$ cat src/sv/sirs_pkg.sv
// Package for the signed integer to radix symbol converter.
// Holds the shared constants, register indexes and the controller/datapath structs.
// No dependencies.
`timescale 1ns / 1ps

package sirs_pkg;

  localparam int SYM_W        = 8;
  localparam int NUM_W        = 32;
  localparam int RADIX_W      = 5;
  localparam int DIGIT_W      = 4;
  localparam int ALPHA_N      = 16;
  localparam int MAX_SYMBOLS  = 16;
  localparam int STORE_DEPTH  = 32;
  localparam int ADDR_W       = $clog2(STORE_DEPTH);
  localparam int CNT_W        = ADDR_W + 1;
  localparam int CFG_IDX_W    = 2;
  localparam int CFG_DATA_W   = 64;

  // The divider retires this many quotient bits per cycle.
  localparam int DIV_BITS     = 8;
  localparam int DIV_CYCLES   = NUM_W / DIV_BITS;
  localparam int STEP_W       = $clog2(DIV_CYCLES);

  localparam logic [SYM_W-1:0] SIGN_MINUS = 8'h2D;
  localparam logic [SYM_W-1:0] SIGN_PLUS  = 8'h2B;

  localparam logic [CFG_IDX_W-1:0] REG_RADIX  = 2'd0;
  localparam logic [CFG_IDX_W-1:0] REG_SYM_LO = 2'd1;
  localparam logic [CFG_IDX_W-1:0] REG_SYM_HI = 2'd2;

  localparam logic [RADIX_W-1:0]    RADIX_RST  = 5'd10;
  localparam logic [CFG_DATA_W-1:0] SYM_LO_RST = 64'h3736_3534_3332_3130;
  localparam logic [CFG_DATA_W-1:0] SYM_HI_RST = 64'h0;

  typedef struct packed {
    logic load;       // capture the incoming number
    logic div_step;   // run one slice of the divider
    logic div_last;   // final slice of a digit: store it, update count
    logic rd;         // read the digit store at count - 1
    logic out_sign;   // load '-' into the output register
    logic out_digit;  // load the looked-up symbol into the output register
    logic out_err;    // load the invalid-alphabet result
  } sirs_cmd_t;

  typedef struct packed {
    logic alpha_ok;
    logic neg;
    logic out_free;
    logic quot_zero;
    logic cnt_full;
    logic cnt_one;
  } sirs_sts_t;

endpackage

$ cat src/sv/signed_int_to_radix_symbols.sv
// Signed integer to radix symbols: one item in, its digits out as alphabet symbols.
// Sequence: accept, alphabet check, then divider slices for each digit (8 quotient bits per cycle).
// Output: a sign step ('-' if negative), then for each digit a store read and an output load.
// One item at a time: in_stall stays high until the item's last symbol (up to 32 digits) is loaded.
// Reset (rst_n low, synchronous): idle, output empty, radix 10, alphabet "01234567".
// The digit store is not cleared; every entry is written before it is read.
`timescale 1ns / 1ps

module signed_int_to_radix_symbols import sirs_pkg::*; (
  input  logic                  clk,
  input  logic                  rst_n,
  input  logic                  cfg_we,
  input  logic [CFG_IDX_W-1:0]  cfg_index,
  input  logic [CFG_DATA_W-1:0] cfg_data,
  input  logic                  in_valid,
  output logic                  in_stall,
  input  logic signed [NUM_W-1:0] in_number,
  output logic                  out_valid,
  input  logic                  out_stall,
  output logic [SYM_W-1:0]      out_symbol,
  output logic                  out_last,
  output logic                  out_alphabet_invalid
);

  sirs_cmd_t cmd;
  sirs_sts_t sts;

  sirs_ctrl u_ctrl (
    .clk      (clk),
    .rst_n    (rst_n),
    .in_valid (in_valid),
    .in_stall (in_stall),
    .sts      (sts),
    .cmd      (cmd)
  );

  sirs_dp u_dp (
    .clk                  (clk),
    .rst_n                (rst_n),
    .cfg_we               (cfg_we),
    .cfg_index            (cfg_index),
    .cfg_data             (cfg_data),
    .in_number            (NUM_W'(unsigned'(in_number))),
    .cmd                  (cmd),
    .sts                  (sts),
    .out_valid            (out_valid),
    .out_stall            (out_stall),
    .out_symbol           (out_symbol),
    .out_last             (out_last),
    .out_alphabet_invalid (out_alphabet_invalid)
  );

endmodule

$ cat src/sv/sirs_dp.sv
// Datapath of the radix converter: configuration registers, alphabet check,
// sliced divider, digit store and output register. Depends on sirs_pkg.
`timescale 1ns / 1ps

module sirs_dp import sirs_pkg::*; (
  input  logic                  clk,
  input  logic                  rst_n,
  input  logic                  cfg_we,
  input  logic [CFG_IDX_W-1:0]  cfg_index,
  input  logic [CFG_DATA_W-1:0] cfg_data,
  input  logic [NUM_W-1:0]      in_number,
  input  sirs_cmd_t             cmd,
  output sirs_sts_t             sts,
  output logic                  out_valid,
  input  logic                  out_stall,
  output logic [SYM_W-1:0]      out_symbol,
  output logic                  out_last,
  output logic                  out_alphabet_invalid
);

  logic [RADIX_W-1:0]    radix_r;
  logic [CFG_DATA_W-1:0] sym_lo_r;
  logic [CFG_DATA_W-1:0] sym_hi_r;

  logic [SYM_W-1:0]      sym [ALPHA_N];
  logic                  alpha_ok;

  logic [NUM_W-1:0]      mag_r;
  logic [NUM_W-1:0]      mag_nxt;
  logic [DIGIT_W-1:0]    rem_r;
  logic [DIGIT_W-1:0]    rem_nxt;
  logic                  neg_r;
  logic [CNT_W-1:0]      cnt_r;

  logic [DIGIT_W-1:0]    store [STORE_DEPTH];
  logic [DIGIT_W-1:0]    rd_data_r;
  logic [ADDR_W-1:0]     rd_addr;

  logic                  out_valid_r;
  logic [SYM_W-1:0]      out_symbol_r;
  logic                  out_last_r;
  logic                  out_inv_r;

  always_ff @(posedge clk) begin
    if (!rst_n) begin
      radix_r  <= RADIX_RST;
      sym_lo_r <= SYM_LO_RST;
      sym_hi_r <= SYM_HI_RST;
    end else if (cfg_we) begin
      unique case (cfg_index)
        REG_RADIX:  radix_r  <= cfg_data[RADIX_W-1:0];
        REG_SYM_LO: sym_lo_r <= cfg_data;
        REG_SYM_HI: sym_hi_r <= cfg_data;
        default:    ;
      endcase
    end
  end

  for (genvar g = 0; g < ALPHA_N; g++) begin : g_sym
    if (g < ALPHA_N / 2) begin : g_lo
      assign sym[g] = sym_lo_r[g*SYM_W +: SYM_W];
    end else begin : g_hi
      assign sym[g] = sym_hi_r[(g - ALPHA_N/2)*SYM_W +: SYM_W];
    end
  end

  // The alphabet is usable when its length is in range and every symbol in
  // use is nonzero, not a sign character and distinct from all others.
  always_comb begin
    alpha_ok = (radix_r >= RADIX_W'(2)) && (radix_r <= RADIX_W'(MAX_SYMBOLS));
    for (int i = 0; i < ALPHA_N; i++) begin
      if (RADIX_W'(i) < radix_r) begin
        if (sym[i] == '0 || sym[i] == SIGN_MINUS || sym[i] == SIGN_PLUS) begin
          alpha_ok = 1'b0;
        end
        for (int j = 0; j < i; j++) begin
          if (sym[j] == sym[i]) begin
            alpha_ok = 1'b0;
          end
        end
      end
    end
  end

  // One slice of restoring division: the remainder stays below the radix,
  // so four bits hold it between steps.
  always_comb begin
    logic [RADIX_W-1:0] r;
    logic [RADIX_W-1:0] t;
    logic [NUM_W-1:0]   q;
    logic               ge;
    r = {1'b0, rem_r};
    q = mag_r;
    for (int k = 0; k < DIV_BITS; k++) begin
      t  = {r[DIGIT_W-1:0], q[NUM_W-1]};
      ge = (t >= radix_r);
      q  = {q[NUM_W-2:0], ge};
      r  = ge ? (t - radix_r) : t;
    end
    mag_nxt = q;
    rem_nxt = r[DIGIT_W-1:0];
  end

  always_ff @(posedge clk) begin
    if (!rst_n) begin
      mag_r <= '0;
      rem_r <= '0;
      neg_r <= 1'b0;
      cnt_r <= '0;
    end else begin
      if (cmd.load) begin
        neg_r <= in_number[NUM_W-1];
        mag_r <= in_number[NUM_W-1] ? (NUM_W'(0) - in_number) : in_number;
        rem_r <= '0;
        cnt_r <= '0;
      end else if (cmd.div_step) begin
        mag_r <= mag_nxt;
        rem_r <= cmd.div_last ? '0 : rem_nxt;
        if (cmd.div_last) begin
          cnt_r <= cnt_r + CNT_W'(1);
        end
      end else if (cmd.out_digit) begin
        cnt_r <= cnt_r - CNT_W'(1);
      end
    end
  end

  assign rd_addr = ADDR_W'(cnt_r - CNT_W'(1));

  always_ff @(posedge clk) begin
    if (cmd.div_step && cmd.div_last) begin
      store[cnt_r[ADDR_W-1:0]] <= rem_nxt;
    end
    if (cmd.rd) begin
      rd_data_r <= store[rd_addr];
    end
  end

  always_ff @(posedge clk) begin
    if (!rst_n) begin
      out_valid_r <= 1'b0;
    end else if (cmd.out_sign || cmd.out_digit || cmd.out_err) begin
      out_valid_r <= 1'b1;
    end else if (!out_stall) begin
      out_valid_r <= 1'b0;
    end
  end

  always_ff @(posedge clk) begin
    priority if (cmd.out_err) begin
      out_symbol_r <= '0;
      out_last_r   <= 1'b1;
      out_inv_r    <= 1'b1;
    end else if (cmd.out_sign) begin
      out_symbol_r <= SIGN_MINUS;
      out_last_r   <= 1'b0;
      out_inv_r    <= 1'b0;
    end else if (cmd.out_digit) begin
      out_symbol_r <= sym[rd_data_r];
      out_last_r   <= (cnt_r == CNT_W'(1));
      out_inv_r    <= 1'b0;
    end else begin
    end
  end

  assign sts.alpha_ok  = alpha_ok;
  assign sts.neg       = neg_r;
  assign sts.out_free  = !out_valid_r || !out_stall;
  assign sts.quot_zero = (mag_nxt == '0);
  assign sts.cnt_full  = (cnt_r == CNT_W'(STORE_DEPTH - 1));
  assign sts.cnt_one   = (cnt_r == CNT_W'(1));

  assign out_valid            = out_valid_r;
  assign out_symbol           = out_symbol_r;
  assign out_last             = out_last_r;
  assign out_alphabet_invalid = out_inv_r;

endmodule

$ cat src/sv/sirs_ctrl.sv
// Controller of the radix converter: sequences check, division, sign and
// symbol output. Depends on sirs_pkg; drives the datapath in sirs_dp.
`timescale 1ns / 1ps

module sirs_ctrl import sirs_pkg::*; (
  input  logic      clk,
  input  logic      rst_n,
  input  logic      in_valid,
  output logic      in_stall,
  input  sirs_sts_t sts,
  output sirs_cmd_t cmd
);

  localparam logic [2:0] S_IDLE  = 3'd0;
  localparam logic [2:0] S_CHECK = 3'd1;
  localparam logic [2:0] S_DIV   = 3'd2;
  localparam logic [2:0] S_SIGN  = 3'd3;
  localparam logic [2:0] S_RD    = 3'd4;
  localparam logic [2:0] S_EMIT  = 3'd5;

  logic [2:0]        state_r;
  logic [2:0]        state_nxt;
  logic [STEP_W-1:0] step_r;
  logic [STEP_W-1:0] step_nxt;

  assign in_stall = (state_r != S_IDLE);

  always_comb begin
    cmd       = '0;
    state_nxt = state_r;
    step_nxt  = step_r;
    unique case (state_r)
      S_IDLE: begin
        if (in_valid) begin
          cmd.load  = 1'b1;
          state_nxt = S_CHECK;
        end
      end
      S_CHECK: begin
        step_nxt = '0;
        if (sts.alpha_ok) begin
          state_nxt = S_DIV;
        end else if (sts.out_free) begin
          cmd.out_err = 1'b1;
          state_nxt   = S_IDLE;
        end
      end
      S_DIV: begin
        cmd.div_step = 1'b1;
        cmd.div_last = (step_r == STEP_W'(DIV_CYCLES - 1));
        step_nxt     = step_r + STEP_W'(1);
        // A digit is complete after the last slice; stop once the quotient
        // reaches zero or the store is full.
        if (cmd.div_last && (sts.quot_zero || sts.cnt_full)) begin
          state_nxt = S_SIGN;
        end
      end
      S_SIGN: begin
        if (!sts.neg) begin
          state_nxt = S_RD;
        end else if (sts.out_free) begin
          cmd.out_sign = 1'b1;
          state_nxt    = S_RD;
        end
      end
      S_RD: begin
        cmd.rd    = 1'b1;
        state_nxt = S_EMIT;
      end
      S_EMIT: begin
        if (sts.out_free) begin
          cmd.out_digit = 1'b1;
          state_nxt     = sts.cnt_one ? S_IDLE : S_RD;
        end
      end
      default: begin
        state_nxt = S_IDLE;
      end
    endcase
  end

  always_ff @(posedge clk) begin
    if (!rst_n) begin
      state_r <= S_IDLE;
      step_r  <= '0;
    end else begin
      state_r <= state_nxt;
      step_r  <= step_nxt;
    end
  end

  a_out_onehot: assert property (@(posedge clk) disable iff (!rst_n)
    $onehot0({cmd.out_sign, cmd.out_digit, cmd.out_err}))
    else $error("more than one output load in a cycle");

  a_out_room: assert property (@(posedge clk) disable iff (!rst_n)
    (cmd.out_sign || cmd.out_digit || cmd.out_err) |-> sts.out_free)
    else $error("output register loaded while a result is still held");

  a_accept_check: assert property (@(posedge clk) disable iff (!rst_n)
    (in_valid && !in_stall) |=> (state_r == S_CHECK))
    else $error("accepted item did not move to the alphabet check");

  a_last_in_div: assert property (@(posedge clk) disable iff (!rst_n)
    cmd.div_last |-> (cmd.div_step && step_r == STEP_W'(DIV_CYCLES - 1)))
    else $error("digit completed outside the final divider slice");

endmodule

$ cat config.mk
export PLATFORM = sky130hd
export DESIGN_NAME = signed_int_to_radix_symbols
export DESIGN_NICKNAME = d
export VERILOG_FILES = /design/src/sv/sirs_pkg.sv /design/src/sv/signed_int_to_radix_symbols.sv /design/src/sv/sirs_dp.sv /design/src/sv/sirs_ctrl.sv
export SDC_FILE = /design/constraint.sdc
export NUM_CORES = 1
export LEC_CHECK = 0
export ABC_AREA = 1
export BUFFER_PORTS_ARGS = -buffer_cell sky130_fd_sc_hd__clkbuf_2
export CAP_MARGIN = 0
export CORE_MARGIN = 10
export CORE_UTILIZATION = 45
export DETAILED_ROUTE_END_ITERATION = 8
export GPL_TIMING_DRIVEN = 0
export PLACE_DENSITY = 0.67
export SLEW_MARGIN = 20
export SYNTH_ARGS = -nofsm -noshare
export SYNTH_HDL_FRONTEND = slang
export SYNTH_SLANG_ARGS = --single-unit
$ cat constraint.sdc
create_clock -name clk -period 12 [get_ports clk]
set_input_delay 2.4 -clock clk [delete_from_list [all_inputs] [get_ports clk]]
set_output_delay 2.4 -clock clk [all_outputs]
set_load 0.1 [all_outputs]
### Word level (Yosys, flattened, before mapping)

Memory sizes are Yosys's and may differ from the RTL's. A register that Yosys moved wholly into a read port is not among the register bits.
Index checks and enable logic that the tools add are counted.

| storage, ports and cells | value |
|---|---|
| bits in registers | 192 |
| bits in writable memories | 128 |
| bits of input ports | 103 |
| output and inout port bits | 12 |
| logic and storage cells | 497 |
| memories | 1 |

Memory list:

| memory | depth | width | read ports | clocked after memory_dff | wr ports | line | text |
|---|---|---|---|---|---|---|---|
| u_dp.store | 32 | 4 | 1 | 1 | 1 | sirs_dp.sv:35 | `logic [DIGIT_W-1:0] store [STORE_DEPTH];` |

| operators by class | value |
|---|---|
| add/subtract/negate cells | 12 |
| $lt $le $gt $ge | 27 |
| eq/ne operators | 169 |
| mux-type cells | 200 |
| bitwise gates (word level) | 2 |
| reduce and logical (&&, ||, !) cells | 72 |

Operators by type and width:

| kind | number |
|---|---|
| $eq 8x8->1 | 120 |
| $eq 8x6->1 const B | 32 |
| $mux 1 | 169 |
| $logic_not 8->1 | 16 |
| $mux 32 | 3 |
| $ge 5x5->1 | 8 |
| $lt 4x5->1 const A | 8 |
| $logic_or 1x1->1 | 36 |
| $mux 4 | 9 |
| $bmux 8 s4 | 1 |
| $logic_not 32->1 | 1 |
| $sub 1x32->32 const A | 1 |
| $sub 4x4->4 | 8 |
| $mux 6 | 5 |
| $mux 3 | 8 |
| $lt 3x5->1 const A | 4 |
| $pmux 3 s6 | 1 |
| $mux 8 | 2 |
| $lt 1x5->1 const A | 2 |
| $lt 2x5->1 const A | 2 |
| $reduce_and 2->1 | 4 |
| $reduce_bool 2->1 | 4 |
| $add 6x1->6 const B | 1 |
| $eq 3x2->1 const B | 2 |
| other kinds (26) | 35 |

### Longest topological paths before layout

| depth | value |
|---|---|
| word-level depth | 159 |
| mapped depth | 76 |
| depth with buffers taken out | 76 |

### Hierarchy

From an unflattened synthesis, not the netlist that was laid out.

| second synthesis, totals | value |
|---|---|
| cell total of the unflattened synthesis | 5,211 |
| area, all modules | 32,150.8 µm² |

By module, submodules not included:

| module | times used | cells an instance | area each (µm²) | seq. area each (µm²) |
|---|---|---|---|---|
| sirs_dp | 1 | 5,150 | 31,770.5 | 7,707.4 |
| sirs_ctrl | 1 | 61 | 380.4 | 100.1 |

### Least setup slack after synthesis

No wires, ideal clock.

| path | value |
|---|---|
| path type | reg2reg |
| start point | register u_dp.radix_r[1] |
| end point | memory u_dp.store[0][0] (data pin) |
| setup time | 464 ps |
| data arrival time | 11,127 ps |
| data required time | 11,536 ps |
| path slack | 409 ps |
| cell stages (with the launch flop) | 67 |
| buffers on the path | 0 |
| period minus slack after synthesis | 11,591 ps |
| cells stage by stage | dfxtp_1 -> inv_1 -> ha_1 -> nand2_1 -> o21a_1 -> o21ai_0 -> a21oi_1 -> o21bai_2 -> nor2_1 -> a21oi_1 -> ha_1 -> a21oi_1 -> nand2_1 -> a21oi_1 -> nand2_1 -> a21oi_4 -> inv_1 -> nand2_1 -> [31 not listed] -> o21ai_0 -> inv_1 -> ha_1 -> a21oi_1 -> o21ai_1 -> nand2_1 -> nand2_1 -> a21oi_2 -> inv_1 -> o21ai_0 -> inv_1 -> ha_1 -> nand2_1 -> o21ai_1 -> nand2_1 -> nand2_1 -> a21oi_4 -> o21ai_0 |

| on the way | value |
|---|---|
| cells in the longest elaborated chain, start to end | 16 |
| elaborated cells on any way between the ends | 23 |
| classes of those cells | add/sub: 7; order compare: 8; mux: 8 |

RTL lines:

| what | line | text |
|---|---|---|
| start, declared | sirs_dp.sv:21 | `logic [RADIX_W-1:0] radix_r;` |
| start signal, assigned | sirs_dp.sv:51 | `REG_RADIX: radix_r <= cfg_data[RADIX_W-1:0];` |
| $sub 4x4->4 / $ge 5x5->1 (equally long branches) | sirs_dp.sv:98, sirs_dp.sv:96 |  |
| $mux 4 | sirs_dp.sv:98 | `r = ge ? (t - radix_r) : t;` |
| $sub 4x4->4 / $ge 5x5->1 (equally long branches) | sirs_dp.sv:98, sirs_dp.sv:96 |  |
| $mux 4 | sirs_dp.sv:98 |  |
| $sub 4x4->4 / $ge 5x5->1 (equally long branches) | sirs_dp.sv:98, sirs_dp.sv:96 |  |
| $mux 4 | sirs_dp.sv:98 |  |
| $ge 5x5->1 / $sub 4x4->4 (equally long branches) | sirs_dp.sv:96, sirs_dp.sv:98 |  |
| $mux 4 | sirs_dp.sv:98 |  |
| $sub 4x4->4 / $ge 5x5->1 (equally long branches) | sirs_dp.sv:98, sirs_dp.sv:96 |  |
| $mux 4 | sirs_dp.sv:98 |  |
| $sub 4x4->4 / $ge 5x5->1 (equally long branches) | sirs_dp.sv:98, sirs_dp.sv:96 |  |
| $mux 4 | sirs_dp.sv:98 |  |
| $sub 4x4->4 / $ge 5x5->1 (equally long branches) | sirs_dp.sv:98, sirs_dp.sv:96 |  |
| $mux 4 | sirs_dp.sv:98 |  |
| $ge 5x5->1 * | sirs_dp.sv:96 | `ge = (t >= radix_r);` |
| $mux 4 * | sirs_dp.sv:98 |  |
| named net u_dp.rem_nxt[0] | sirs_dp.sv:31 | `logic [DIGIT_W-1:0] rem_nxt;` |
| end, declared | sirs_dp.sv:35 |  |

The timed path passes the listed nets; every way through them passes the cells marked *.

### Worst setup path after layout

| path | value |
|---|---|
| start point | register u_dp.radix_r[2] |
| end point | register u_ctrl.state_r[0] |

| on the way | value |
|---|---|
| cells in the longest elaborated chain, start to end | 156 |
| elaborated cells on any way between the ends | 201 |
| classes of those cells | add/sub: 7; order compare: 26; eq/ne: 2; mux: 161; reduce/logical: 5 |

RTL lines:

| what | line | text |
|---|---|---|
| $ge 5x2->1 / $le 5x5->1 (equally long branches) | sirs_dp.sv:70 | `alpha_ok = (radix_r >= RADIX_W'(2)) && (radix_r <= RADIX_W'(MAX_SYMBOLS));` |
| $logic_and 1x1->1 | sirs_dp.sv:70 |  |
| $mux 1 | sirs_dp.sv:73 | `if (sym[i] == '0 \|\| sym[i] == SIGN_MINUS \|\| sym[i] == SIGN_PLUS) begin` |
| $mux 1 | sirs_dp.sv:72 | `if (RADIX_W'(i) < radix_r) begin` |
| $mux 1 | sirs_dp.sv:73 |  |
| $mux 1 | sirs_dp.sv:77 | `if (sym[j] == sym[i]) begin` |
| $mux 1 | sirs_dp.sv:72 |  |
| $mux 1 | sirs_dp.sv:73 |  |
| [113 not listed] | - |  |
| $mux 1 | sirs_dp.sv:73 |  |
| $mux 1 (14 in series) | sirs_dp.sv:77 |  |
| $mux 1 | sirs_dp.sv:72 |  |
| $mux 1 | sirs_dp.sv:73 |  |
| $mux 1 (15 in series) | sirs_dp.sv:77 |  |
| $mux 1 | sirs_dp.sv:72 |  |
| $ne 3x2->1 (no source line) / $mux 3 (equally long branches) | - |  |
| $reduce_and 5->1 (no source line) / $pmux 3 s6 (equally long branches) | - |  |
| end signal, assigned | sirs_ctrl.sv:87 | `state_r <= state_nxt;` |
| end, declared | sirs_ctrl.sv:21 | `logic [2:0] state_r;` |

Parallel ways exist; a longest one is shown, timed or not.
A chain may end at the register's enable or synchronous reset.

==> PnR_summary.wiki <==
{| class="wikitable"
! Metric !! Value
|-
| Outcome || completed
|-
| Via Count || 36726
|-
| Routed len/inst || between 30 and 40 um
|-
| Number of flip-flops and latches in the synthesized netlist || 324
|-
| Multi-input gate area || 20160 um2
|-
| Syn nets || ~5000
|-
| Final hold vios || 0
|-
| Signed area change from the synthesized netlist to the final layout || 11.42%
|-
| Number of cell rows || 97
|-
| Total leakage power || 15.73 nW
|-
| Leading cell type in the layout, fill and taps excluded || nand2_1
|-
| Core Footprint || 70150 um2
|-
| Clk_skew || between 20 and 30 ps
|-
| Vias in the first global route || 33172
|-
| Relative slew margins || 0.1197
|-
| Dpl cells || 5909
|-
| DRC || 0
|-
| CTS clock-pin slew for the worst setup and hold paths || 60 ps
|-
| Number of antenna-violating nets in the routed design || 0
|-
| Clock latency on the worst-skew pair || 630 ps
|-
| Worst Setup Start Kind || flop
|-
| Crit share post-route || 0.9332
|-
| Number of port buffers || 113
|-
| First-pass detailed-route iteration total || 6
|-
| Number of enable flip-flop cells after synthesis || between 100 and 150
|-
| Transition time at the pin with the least slew margin || 1320 ps
|-
| Starting DRC count in detailed routing || 6146
|-
| Sort of element at the end of the critical path || flop
|-
| CP max stage delay || 390 ps
|-
| All-layer global routing usage || 0.4368
|-
| Library cell appearing most often on the critical path || nand2_1
|-
| CTS H-Tree Depth || 2
|-
| Final standard cell area without fillers || 35550 um2
|-
| Root cell of the clock tree || clkbuf_16
|-
| Most frequently used flop master after synthesis || dfxtp_1
|-
| HPWL after detailed placement || between 100000 and 150000 um
|-
| Count of distinct cell types in the synthesized netlist || 51
|-
| Overflow left after global routing || 0
|-
| Post-layout minimum cycle time || about 11000 ps
|-
| Tot Pwr || approximately 16 mW
|-
| Class of the most critical hold timing path || reg -> reg
|-
| Cell with the largest stage delay on the worst path || dfxtp_2
|-
| Sequential cell area in the final layout || 7814 um2
|-
| Post-placement cell area || 33790 um2
|-
| Post-Syn Area per Cell || about 6.6 um2
|-
| Total stage count of the critical path || 72
|-
| Buffers plus inverters on the worst setup path || 7
|-
| Maximum ir drop on the vdd rail || between 0.0015 and 0.002 V
|-
| Area enclosed by the die boundary || 81950 um2
|-
| Signal arrival time at the worst endpoint || roughly 12000 ps
|-
| Most frequent cells in the layout || 1551 x nand2_1, 646 x nor2_1, 330 x xor2_1
|-
| Count of placed standard cells in the final layout, fillers left out || 6018
|-
| Smallest setup slack after layout || 801.1 ps
|-
| Pre-CTS setup slack || -1391 ps
|-
| Vias per cell || a little over 6
|-
| Number of clock sinks || 324
|-
| Initial antenna violation count || 9
|-
| Worst Hold Path Cells || 2
|-
| Total clock buffers created by CTS || 40
|-
| Proportion of synthesized flip-flops having asynchronous set or reset || 0
|-
| Top delay family on crit path || compound AO/OA/AOI/OAI gates
|-
| Logic depth of the worst register-to-register path || 72
|-
| Width of the chip || 286.3 um
|-
| Hold Slack || approximately 460 ps
|-
| CTS tree || built
|-
| Vert. Die Dim || between 200 and 300 um
|-
| Sequential area share after synthesis || 0.2447
|-
| Cell area after synthesis || 31910 um2
|-
| Final wirelength || 188400 um
|-
| First-pass GRT wire length || 254800 um
|-
| Post-Synthesis Cells || 4852
|-
| Number of warnings issued by yosys || 0
|-
| Number of maximum-capacitance constraint violations || 0
|-
| Final estimated routing congestion in global placement || 1.108
|-
| CTS Hold Bufs || 0
|-
| Post-layout net count || between 5000 and 6000
|-
| Fmax || 0.08929 GHz
|-
| Final setup fails || 0
|-
| Effective utilization at floorplan || 0.4548
|-
| Top-level port count || 115
|-
| Fillcell total || approximately 7300
|-
| Req. time, crit path || 12500 ps
|-
| Total count of max-transition violations in the final report || 0
|-
| Clock buffer depth || 3
|-
| Areal power density over the cells || 459.5 nW/um2
|-
| Layout cell share with drive strength beyond 1 || 0.1319
|-
| Pin count of the biggest net entering global routing || 32
|-
| CP max FO || 8
|-
| Setup TNS || 0 ps
|-
| Final core area utilization || 0.5067
|-
| Category of the critical setup timing path || reg -> reg
|}
cells in the mapped netlist, drive strengths merged (5+ instances only):
library cell  count  area (um2)
nand3           133       690.7
nand3b            5       37.54
edfxtp          132        3964
or2               8       50.05
clkbuf           89       334.1
fa                8       160.2
nor3             55       290.3
mux2i            13       130.1
a211oi            5       37.54
xnor2           183        1603
o211ai           57       427.9
a31oi            42       262.8
dfxtp           192        3844
xor2            343        3102
buf             336        2873
o221ai           13       113.9
a21oi           240        1265
clkinv           13       48.80
inv             214       808.3
nand2          1555        5857
nor2            652        2460
o32ai            19       166.4
o21ai           285        1434
nand4           197        1232
ha               46       575.6
timing repair:
item                                    CTS  global route
endpoints found under the setup margin  136           136
pin swaps                                 2            15
resized for setup                         7            14
gates cloned                              0             0
setup buffers                             5            18
worst min-delay path: stages (launching register included):
cell	delay (ps)
dfxtp_1	300
nand2_1	60
nand2_1	50
where the power goes:
part | switching [mW] | leakage (nW) | internal (mW)
Combinational | 7.00 | 12.3 | 3.69
Sequential | 0.0536 | 2.77 | 4.24
Clock | 0.568 | 0.682 | 0.785
Total | 7.62 | 15.7 | 8.71
flip-flops by register name (all words and copies together) (netlist names), 2 cells and up:
| register | count |
|---|---|
| u_dp.store | 128 |
| u_dp.sym_hi_r | 64 |
| u_dp.sym_lo_r | 64 |
| u_dp.mag_r | 32 |
| u_dp.out_symbol | 8 |
| u_dp.cnt_r | 6 |
| u_dp.radix_r | 5 |
| u_dp.rd_data_r | 4 |
| u_dp.rem_r | 4 |
| u_ctrl.state_r | 3 |
| u_ctrl.step_r | 2 |
logic make-up (layout without fill, tap and decap cells):
family | count (synthesis) | in the layout | synth area share
muxes | 13 | 13 | 0.004078
DFF | 324 | 324 | 0.2447
buffers and inverters | 652 | 865 | 0.1274
AOI/OAI and AO/OA | 675 | 675 | 0.1200
adders and majority gates | 54 | 54 | 0.02306
xor gates and xnor gates | 526 | 526 | 0.1475
other | 0 | 13 | 0
and+or+nand+nor | 2608 | 2608 | 0.3334
per-layer routing:
| metal | GRT usage | wire length [um] | vias to the layer above |
|---|---|---|---|
| li1 | - | - | 16072 |
| met1 | 0.5194 | 68430 | 17011 |
| met2 | 0.6387 | 77000 | 2897 |
| met3 | 0.1517 | 25580 | 742 |
| met4 | 0.3362 | 17260 | 4 |
| met5 | 0.008328 | 115 | - |
final timing paths:
path,slack [ps],startpoint,endpoint
min,460,u_dp.out_alphabet_invalid,u_dp.out_alphabet_invalid
max reg2reg,800,u_dp.radix_r[2],u_ctrl.state_r[0]
min reg2reg,460,u_dp.out_alphabet_invalid,u_dp.out_alphabet_invalid
max,800,u_dp.radix_r[2],u_ctrl.state_r[0]
final cells by class:
type | count | area share
buffer | 425 | 0.09046
inverter | 227 | 0.02432
multi-input combinational | 3876 | 0.5672
timing repair buffer | 140 | 0.02422
clock buffer | 53 | 0.03097
antenna | 13 | 0.0009151
sequential | 324 | 0.2198
tap | 940 | 0.03309
clock inverter | 20 | 0.008975
Power figures use the tool's default switching activity.
